### src/sv/ccr_div_step.sv
// one restoring division step of the mean divider, registered
`default_nettype none
module ccr_div_step (
  input  wire logic        clk,
  input  wire logic        en,
  input  wire logic [33:0] r_in,
  input  wire logic [31:0] lo_in,
  input  wire logic [31:0] q_in,
  input  wire logic [33:0] d,
  output logic      [33:0] r_out,
  output logic      [31:0] lo_out,
  output logic      [31:0] q_out
);
  logic [34:0] r2;
  logic [34:0] r_sub;
  logic        take;

  // shift in next numerator bit and try the subtract
  always_comb begin
    r2    = {r_in, lo_in[31]};
    r_sub = r2 - {1'b0, d};
    take  = (r2 >= {1'b0, d});
  end

  always_ff @(posedge clk) begin
    if (en) begin
      r_out  <= take ? r_sub[33:0] : r2[33:0];
      lo_out <= {lo_in[30:0], 1'b0};
      q_out  <= {q_in[30:0], take};
    end
  end
endmodule
`default_nettype wire

### config.mk
export PLATFORM = sky130hd
export DESIGN_NAME = ccr_div_step
export DESIGN_NICKNAME = d
export VERILOG_FILES = /design/src/sv/ccr_div_step.sv
export SDC_FILE = /design/constraint.sdc
export NUM_CORES = 1
export LEC_CHECK = 0
export ABC_AREA = 1
export BUFFER_PORTS_ARGS = -buffer_cell sky130_fd_sc_hd__clkbuf_2
export CAP_MARGIN = 20
export CORE_ASPECT_RATIO = 1.4
export CORE_UTILIZATION = 51
export CTS_BUF_LIST = sky130_fd_sc_hd__clkbuf_8
export DETAILED_ROUTE_END_ITERATION = 16
export GPL_TIMING_DRIVEN = 0
export HOLD_SLACK_MARGIN = 0.05
export PLACE_DENSITY = 0.83
export RECOVER_POWER = 100
export SLEW_MARGIN = 20
export SYNTH_ARGS = -nofsm -noshare
export SYNTH_HDL_FRONTEND = slang
export SYNTH_SLANG_ARGS = --single-unit
export TNS_END_PERCENT = 20
### constraint.sdc
create_clock -name clk -period 2.9 [get_ports clk]
set_input_delay 0.435 -clock clk [delete_from_list [all_inputs] [get_ports clk]]
set_output_delay 0.435 -clock clk [all_outputs]
set_load 0.02 [all_outputs]
### Yosys cells after proc, flatten, opt, wreduce, memory -nomap -nowiden

Cells that the tools add are included.

* bits in registers: 97
* input bits: 134
* output and inout bits: 98

* add/subtract/negate cells: 1
* magnitude comparators: 1
* muxes and demuxes: 1

Operators with widths (count)
* 35-bit by 34-bit greater-or-equal comparator with 1-bit output: 1
* 34-bit 2-to-1 mux: 1
* 34-bit subtractor: 1

### Depth between registers and ports, before layout

* word-level depth: 2
* gate-level depth with buffers: 16
* gate-level depth less buffers: 15

### Worst setup path before layout

Ideal clock, no wire load.

* path kind: input to register
* start: input port lo_in[31]
* end: register r_out[20] (data pin)
* setup time: 0.253 ns
* arrival: 1.906 ns
* required time: 2.647 ns
* path slack: 0.741 ns
* cell stages on the path: 14
* buffers on the path: 0
* cells stage by stage: inv_1 > ha_1 > inv_1 > fa_1 > nand3_1 > nand3_1 > nand2_1 > nand2_1 > nand2_1 > nand2_1 > nand3_1 > nand3b_1 > nand3_1 > nand2_1

* word-level cells in the longest chain between the ends: 2

RTL lines
* from (decl): line 7 `input wire logic [31:0] lo_in,`
* 34-bit subtractor or 35-bit by 34-bit greater-or-equal comparator with 1-bit output (tied branches): line 21, 22
* 34-bit 2-to-1 mux (*): line 27 `r_out <= take ? r_sub[33:0] : r2[33:0];`
* to (signal assigned): line 27
* to (decl): line 10 `output logic [33:0] r_out,`

Every way passes the cells marked *; elsewhere a longest branch is shown, timed or not.
A chain may end at the register's enable or synchronous reset.

### Worst setup path in the final report

* start: input port r_in[24]
* end: register r_out[19] (data pin)

* word-level cells in the longest chain between the ends: 2

RTL lines
* from (decl): line 6 `input wire logic [33:0] r_in,`
* 35-bit by 34-bit greater-or-equal comparator with 1-bit output: line 22 `take = (r2 >= {1'b0, d});`
* 34-bit 2-to-1 mux: line 27

Every way passes these cells.

==> run_results.csv <==
group,metric,value,unit
run_status,outcome,"finished with violations",
run_status,violations_in_the_final_reports,"max-capacitance violations, max-slew violations",
detailed_routing,final_antenna_net_count,0,
detailed_routing,vias,5559,
detailed_routing,route.detailed.wl_per_inst,15.4,um
placed_design,gp_routability_congestion,0.941,
global_route,grt_pass1_vias,5283,
sta,rsz0062_at_grt,"false",
yosys,mappedNetlistArea,6020,um^2
clock_network,max-clock-path-buffers,2,
sta,tightest_slew,2.34,ns
final_layout,layout-drive-gt1-share,16.2,%
yosys,post_synth.cell_area_avg,8.13,um^2
floorplanning,floorplan.initialDensity,52.8,%
clock_network,cts_post_setup_buffers_inserted,0,
global_route,first_pass_grt_wire_length,25900,um
setup_path,startpoint_types,"input port",
clock_network,cts_sinks,97,
floorplanning,core_area,11400,um^2
floorplanning,design.die.area,12200,um^2
clock_network,cts_tree,"yes",
floorplanning,io_pins,232,
global_route,grt_max_degree,98,
final_layout,most-common-layout-cells,"nand2_1, inv_1, clkbuf_2, clkbuf_1, edfxtp_1",
final_layout,layout.nets,1149,
yosys,synth_sequential_area_ratio,48.4,%
global_route,grt_use_total,28.7,%
clock_network,clk_pin_slew,0.10,ns
pwr,power.leakage,3.76,nW
setup_path,critPathMaxFanout,10,
detailed_routing,initialDrtViolationCount,323,
placed_design,place.detailed.hpwl,14300,um
sta,final_period_minus_worst_setup_slack,2.45,ns
yosys,ys.warnings.count,0,
setup_path,cp.required,3.15,ns
detailed_routing,drt-pass1-iter-count,4,
final_layout,insertedDiodeCount,0,
final_layout,syn2layout_area_growth,22.4,%
clock_network,cts_made_buffers,9,
clock_network,clockRootBuffer,"clkbuf_8",
pwr,report.power.total,3.72,mW
pwr,cellPowerDensity,505,nW/um^2
final_layout,layout_commonest_cell,"nand2_1",
clock_network,htree_num_levels,3,
clock_network,post_cts_resize_count,0,
detailed_routing,detail_route.vias_per_cell,4.92,
sta,drv_slew,98,
floorplanning,fp.dieH,131,um
min_path,hold_class,"in -> reg",
sta,period_share,84.4,%
clock_network,number_of_hold_buffers_added_after_cts,0,
detailed_routing,wl,17300,um
run,cap_violations,1,
sta,final.setup.tns,0,ns
global_route,antenna_found_initial,0,
placed_design,placement.io_buffers,229,
yosys,synth_seq_cells,97,
pwr,max_rail_drop_vdd,0.000245,V
sta,setup_violations_final,0,
sta,hold_violations,0,
sta,fmaxAchievable,409,MHz
yosys,yosys.cell_types.count,30,
global_route,grt_overflow,0,
setup_path,critPathKind,"in -> reg",
floorplanning,rows,46,
floorplanning,die_x,93.8,um
setup_path,critPathCaptureType,"register",
yosys,syn_nets,909,
sta,timing.slew.headroom,-56.3,%
detailed_routing,route.detailed.drc,0,
setup_path,worst_ep_arrival_time,2.70,ns
yosys,synthesis.instances,740,
path summary, 6_finish.rpt:
kind | startpoint | to | slack, ns | cells past startpoint
min | lo_in[15] | lo_out[16] | 0.22 | 1
max | r_in[24] | r_out[19] | 0.45 | 13
report_power, final:
part / internal [mW] / total (mW) / leakage (nW) / switching, mW
logic: 0.343 / 1.09 / 2.71 / 0.747
clock network: 0.330 / 0.863 / 0.0994 / 0.532
registers: 1.73 / 1.77 / 0.949 / 0.0398
synthesized netlist by cell type (all sizes together):
| master | n | area share, % |
|---|---|---|
| nor2 | 59 | 3.9 |
| o21bai | 3 | 0.37 |
| inv | 134 | 8.4 |
| or2 | 1 | 0.10 |
| conb | 1 | 0.062 |
| o21ai | 12 | 1.0 |
| fa | 1 | 0.33 |
| buf | 7 | 1.1 |
| nand3b | 7 | 0.87 |
| edfxtp | 97 | 48 |
| nand3 | 33 | 2.8 |
| nand4 | 4 | 0.42 |
| xor2 | 15 | 2.2 |
| ha | 34 | 7.1 |
| xnor2 | 3 | 0.44 |
| nand2 | 294 | 19 |
| a21oi | 27 | 2.4 |
| nor4 | 1 | 0.35 |
| nor3 | 7 | 0.58 |
area by class of cell:
class | count | area [um^2]
clock buffer | 9 | 124
sequential | 97 | 2910
clock inverter | 7 | 61.3
timing repair buffer | 229 | 1010
tap | 144 | 180
buffer | 7 | 60.1
inverter | 134 | 505
multi-input combinational | 502 | 2520
fill | 1091 | 4030
stage by stage:
step,area [um^2],util [%],cells,hold slack [ns],setup WS (ns)
after floorplan,6020,-,740,0.534,0.741
after global placement,7350,64.5,1113,0.612,0.176
after detailed placement,7350,64.5,1113,0.614,0.180
after CTS,7540,66.2,1129,0.210,0.572
after global routing,7370,64.7,1129,0.210,0.211
final,7370,64.7,1129,0.221,0.453
cell families after synthesis:
family	count (synthesis)	synth area share, %
other cells	1	0.0623
fa+ha+maj	35	7.40
flops	97	48.4
compound gates	42	3.74
xor+xnor	18	2.62
simple gates	406	28.3
buf+inv	141	9.52
registers in the layout, summed over array words and instances (netlist names):
register,cells
r_out,34
q_out,32
lo_out,31
layer usage:
layer,wire length (um),vias up,global-route usage [%]
met3,1010,37,4.40
met4,617,0,12.5
li1,-,2804,-
met2,9270,212,55.4
met1,6440,2506,30.3
met5,0,-,0
critical path, stage by stage:
cell and delay (ns):
clkbuf_1 0.10, ha_1 0.42, nand2_1 0.14, nor2_1 0.22, nand2_1 0.10, nor2_1 0.14
nand2_2 0.07, nand2_1 0.10, nand2_1 0.14, nand2_8 0.14, clkbuf_1 0.47, nand2_1 0.13
nand2_1 0.10
Note: power is estimated with default switching activity, not from simulation.
