### src/sv/ccr_pkg.sv
// shared types and constants of the contact concentration rate block
`default_nettype none
package ccr_pkg;
  localparam int INPUT_LANES = 4;
  localparam int DIV_STEPS   = 32;
  // input reg, product, sum, divider steps, rate multiply, rate output
  localparam int NSTAGE      = 3 + DIV_STEPS + 2;

  localparam logic [1:0] REG_NUM_MATERIALS = 2'd0;
  localparam logic [1:0] REG_THRESHOLD     = 2'd1;
  localparam logic [1:0] REG_INV_STEP      = 2'd2;

  localparam logic [47:0] POS_MAX48 = 48'h7FFF_FFFF_FFFF;
  localparam logic [48:0] NEG_MAG48 = 49'h0_8000_0000_0000;

  typedef logic [INPUT_LANES-1:0][31:0] lane_word_t;

  // what travels beside the divider
  typedef struct packed {
    logic                   inter;
    logic [INPUT_LANES-1:0] act;
    lane_word_t             conc;
    logic [33:0]            total;
  } side_t;
endpackage
`default_nettype wire

### src/sv/ccr_rate_lane.sv
// per-lane rate: (mean - conc) * inv_time_step >> 16, floored and saturated
`default_nettype none
module ccr_rate_lane (
  input  wire logic        clk,
  input  wire logic        en,
  input  wire logic        keep,
  input  wire logic [31:0] mean,
  input  wire logic [31:0] conc,
  input  wire logic [31:0] inv_step,
  output logic      [47:0] rate
);
  import ccr_pkg::*;

  logic        neg;
  logic [63:0] mag;
  logic [31:0] diff;
  logic        neg_next;
  logic [47:0] q;
  logic [48:0] qn;
  logic [47:0] rate_next;

  // magnitude of the difference
  always_comb begin
    neg_next = keep && (conc > mean);
    if (!keep) diff = '0;
    else if (conc > mean) diff = conc - mean;
    else diff = mean - conc;
  end

  always_ff @(posedge clk) begin
    if (en) begin
      neg <= neg_next;
      mag <= diff * inv_step;
    end
  end

  // shift, floor for negatives, saturate to 48 bits
  always_comb begin
    q  = mag[63:16];
    qn = {1'b0, q} + {48'd0, (mag[15:0] != 16'd0)};
    if (qn > NEG_MAG48) qn = NEG_MAG48;
    if (!neg) begin
      rate_next = q[47] ? POS_MAX48 : q;
    end else begin
      rate_next = 48'd0 - qn[47:0];
    end
  end

  always_ff @(posedge clk) begin
    if (en) rate <= rate_next;
  end
endmodule
`default_nettype wire

### config.mk
export PLATFORM = sky130hd
export DESIGN_NAME = ccr_rate_lane
export DESIGN_NICKNAME = d
export VERILOG_FILES = /design/src/sv/ccr_pkg.sv /design/src/sv/ccr_rate_lane.sv
export SDC_FILE = /design/constraint.sdc
export NUM_CORES = 2
export LEC_CHECK = 0
export BUFFER_PORTS_ARGS = -buffer_cell sky130_fd_sc_hd__buf_2
export CAP_MARGIN = 25
export CORE_MARGIN = 8
export CORE_UTILIZATION = 40
export DETAILED_ROUTE_END_ITERATION = 8
export GPL_ROUTABILITY_DRIVEN = 1
export PLACE_DENSITY = 0.58
export SLEW_MARGIN = 10
export SYNTH_ARGS = -nofsm -noshare
export SYNTH_HDL_FRONTEND = slang
export SYNTH_SLANG_ARGS = --single-unit
export TNS_END_PERCENT = 1
### constraint.sdc
create_clock -name clk -period 18.86 [get_ports clk]
set_clock_uncertainty 0.15 [all_clocks]
set_input_delay 0.943 -clock clk [delete_from_list [all_inputs] [get_ports clk]]
set_output_delay 0.943 -clock clk [all_outputs]
set_load 0.005 [all_outputs]
Word-level counts from Yosys, hierarchy flattened
Index checks and enable logic that the tools add are counted.
- output and inout port bits: 48
- ROM bits: 0
- bits in writable memories: 0
- memories kept: 0
- latch bits: 0
- bits of input ports: 99
- register bits after elaboration: 113
- reductions and logical operators: 2
- equal/unequal tests: 0
- multipliers: 1
- add/sub/neg operators: 4
- shift operators: 0
- bitwise operators: 0
- $lt $le $gt $ge: 2
- div/mod/pow operators: 0
- multiplexer cells: 5
- operators with widths (cell ; number):
    $mux 48 ; 2
    $mul 32x32->64 ; 1
    $mux 32 ; 2
    $sub 32x32->32 ; 2
    $add 48x1->49 ; 1
    $gt 49x48->1 const B ; 1
    $sub 1x48->48 const A ; 1
    $mux 47 ; 1
    $gt 32x32->1 ; 1
    $reduce_bool 16->1 ; 1
    $logic_and 1x1->1 ; 1

Longest topological paths before layout
- depth in word-level cells: 6
- mapped depth: 46

Worst setup path before layout
Ideal clock, no wire load.
- kind: in2reg
- from: input conc[0]
- to: register mag[55] (data pin)
- data required time: 18.445 ns
- setup slack: 7.798 ns
- library setup time: 0.265 ns
- stages: 39
- buffers on the path: 3
- arrival time: 10.647 ns
- path through: inv_1 ha_1 inv_1 fa_1 a21o_1 a21o_1 a21oi_1 o21ai_0 a21o_1 nor2_2 buf_4 buf_2 mux2i_1 xor2_1 clkbuf_1 nor2_1 fa_1 fa_1 [... 3 more ...] inv_1 fa_1 inv_1 fa_1 inv_1 fa_1 fa_1 ha_1 a21o_1 a21o_1 a21oi_1 o21ai_0 a41oi_1 o21ai_0 a21bo_2 a211oi_1 o21ai_0 xor2_1
- longest elaborated chain between the ends: 4
- RTL lines (what ; RTL line ; source):
    start: declaration ; ccr_rate_lane.sv:8 ; input wire logic [31:0] conc,
    $sub 32x32->32, or another cell as far along ; ccr_rate_lane.sv:27 ; else diff = mean - conc;
    $mux 32 (*) ; ccr_rate_lane.sv:26 ; else if (conc > mean) diff = conc - mean;
    $mux 32 (*) ; ccr_rate_lane.sv:25 ; if (!keep) diff = '0;
    $mul 32x32->64 (*) ; ccr_rate_lane.sv:33 ; mag <= diff * inv_step;
    end signal: assignment ; ccr_rate_lane.sv:33 ;
    end: declaration ; ccr_rate_lane.sv:15 ; logic [63:0] mag;
Mark *: on every way between the ends. The rest lies on a longest branch, timed or not.
A chain may end at the register's enable or synchronous reset.

Worst setup path after layout
- from: input mean[26]
- to: register mag[56] (data pin)
- longest elaborated chain between the ends: 4
- RTL lines (what ; RTL line ; source):
    start: declaration ; ccr_rate_lane.sv:7 ; input wire logic [31:0] mean,
    $sub 32x32->32, or another cell as far along ; ccr_rate_lane.sv:27 ;
    $mux 32 (*) ; ccr_rate_lane.sv:26 ;
    $mux 32 (*) ; ccr_rate_lane.sv:25 ;
    $mul 32x32->64 (*) ; ccr_rate_lane.sv:33 ;
Marked as above.

==> metrics.txt <==
EDFF count, synth 113; # setup viols final 0; PostCTS Resize Cnt 0; grt ovf 0; fill cell count between 10000 and 15000; starting density of the core 40.4%; Clock Sinks 113; H-tree levels 4; Ys Warns 0; Die Ht 348 um; Multi-input gate area 35900 sq um; number of global-route vias before repair roughly 38000; CP dominant cell by count fa_1; HP Class reg2reg; CP endpoint kind register; GP Congestion between 0.9 and 1; Slew Limit Headroom 24.9%; slowest cell on the critical path xnor2_4; CP Max Fanout 19; post-synthesis sequential area ratio 7.71%; startpoint types input pin; Total GRT Usage between 20% and 30%; Iter 0 DRT Violations 3155; pin slew with the least headroom to its limit 1120 ps; post-synthesis async set-or-reset flop share 0%; Root Driver clkbuf_16; Detailed Place HPWL 119000 um; row cnt around 120; count of pins over their slew limit 0; max cap viols 0; TritonCTS clock tree built; most common cell after layout, fill and taps aside inv_1; FF+latch count, synth 113; worst stage delay on the critical path between 800 and 900 ps; core area between 100000 and 150000 sq um; CTS Hold Buffers Added 0; clock buffer depth 2; critical path class in2reg; DIE AREA about 120000 sq um; status complete, no violations; largest net degree at the start of global routing 117; nets 6357; RSZ-0062 raised after global routing no; I/O Pins 147; drc violations 0; FF+latch area around 3400 sq um; die width 348 um; Syn Inst Count 5098; layout cells sized above 1 6.42%; Total Neg Setup Slack 0 ps; post-route minimum period between 10000 and 15000 ps; Peak Freq 0.0767 GHz; final WL roughly 150000 um; WP data arrival 13060 ps; Mapped Area 44000 sq um; post-synth cell types 90; CP required 18880 ps; WL/cell 23.0 um; final hold vios 0; Num CTS Buffers 17; Post-CTS Setup Inserts 0; via count between 30000 and 40000; global-route wire length before repair 228000 um; Synth Net Count 6424; Reg clk slew, reported paths 60 ps; # port buffers 146; fin crit share 69.2%; leading cell types in the layout, fill and taps excluded 1009 x inv_1, 898 x fa_1, 586 x nand2_1, 403 x nor2_1, 329 x ha_1; Syn Area/Cell between 8 and 9 sq um; antenna-violating nets left 0; Synth-to-Final Area Change 6.36%; Pre-antenna DRT Iters 5; Top FF cell, synth edfxtp_1; Vias/cell around 5.6; initial antenna violation count 10; Worst-Skew Late Latency 430 ps
logic make-up after synthesis:
kind of cell	share of synthesized area, %
AO/OA/AOI/OAI	8.48
XOR/XNOR	3.30
adder cells (fa/ha/maj)	50.2
buffers and inverters	11.4
flip-flops	7.71
multiplexers	0.719
AND/OR/NAND/NOR	18.2
critical path: cells and delay by family:
kind	cells	cell delay (ps)
compound gates	8	2850
buf+inv	5	290
xor+xnor	2	910
fa+ha+maj	10	5260
simple gates	10	2780
registers in the layout, summed over array words and instances, names as in the netlist:
name  flops
neg       1
rate     48
mag      64
path summary, 6_finish.rpt:
| path | to | start | slack [ps] | cells after the start |
|---|---|---|---|---|
| setup / recovery | mag[56] | mean[26] | 5820 | 35 |
| hold / removal | rate[0] | mag[16] | 590 | 2 |
| setup reg to reg | rate[40] | mag[0] | 11390 | 20 |
| hold reg to reg | rate[0] | mag[16] | 590 | 2 |
per-layer routing:
layer / vias to the layer above / GRT usage (%) / share of wire (%) / wire (um)
met3: 352 / 3.97 / 8.1 / 12000
li1: 15900 / - / - / -
met1: 18200 / 32.3 / 41 / 61500
met5: - / 0 / 0.036 / 54
met2: 1660 / 39.6 / 46 / 68500
met4: 8 / 9.28 / 4.3 / 6350
synthesized netlist by cell type, types with 21 or more instances:
| cell | number | area, sq um |
|---|---|---|
| a21o_1 | 51 | 383 |
| a21oi_1 | 202 | 1010 |
| and2_1 | 109 | 682 |
| and3_1 | 214 | 1340 |
| buf_2 | 39 | 195 |
| clkbuf_1 | 236 | 886 |
| edfxtp_1 | 113 | 3390 |
| fa_1 | 898 | 18000 |
| ha_1 | 329 | 4120 |
| inv_1 | 1009 | 3790 |
| mux2i_1 | 26 | 260 |
| nand2_1 | 586 | 2200 |
| nand3_1 | 55 | 275 |
| nand4_1 | 68 | 425 |
| nor2_1 | 404 | 1520 |
| nor3_1 | 62 | 310 |
| nor3b_1 | 21 | 158 |
| nor4_1 | 37 | 231 |
| o21a_1 | 21 | 158 |
| o21ai_0 | 107 | 536 |
| o21bai_1 | 33 | 248 |
| xnor2_1 | 109 | 955 |
| xor2_1 | 55 | 482 |
per-stage QoR:
step | std cells | setup slack (ps) | util [%] | area [sq um] | hold slack, ps
global placement | 6420 | 5260 | 42.3 | 46100 | 604
detailed placement | 6423 | 5360 | 42.3 | 46100 | 595
CTS | 6455 | 5780 | 42.9 | 46700 | 607
floorplan | 5098 | 7800 | - | 44000 | 426
finish | 6465 | 5820 | 42.9 | 46800 | 589
global route | 6458 | 4970 | 42.9 | 46800 | 636
layout make-up:
class / count / share of cell area (%)
multi-input cells: 3676 / 76.8
flip-flops and latches: 113 / 7.25
inverters: 1010 / 8.10
clock inverters: 15 / 0.374
clock buffers: 17 / 0.909
well taps: 1414 / 3.78
repair buffers: 213 / 2.79
diodes: 7 / 0.0374
Power is not shown: default switching activity piles up to over one toggle a cycle in this logic, so the estimate is an artifact.
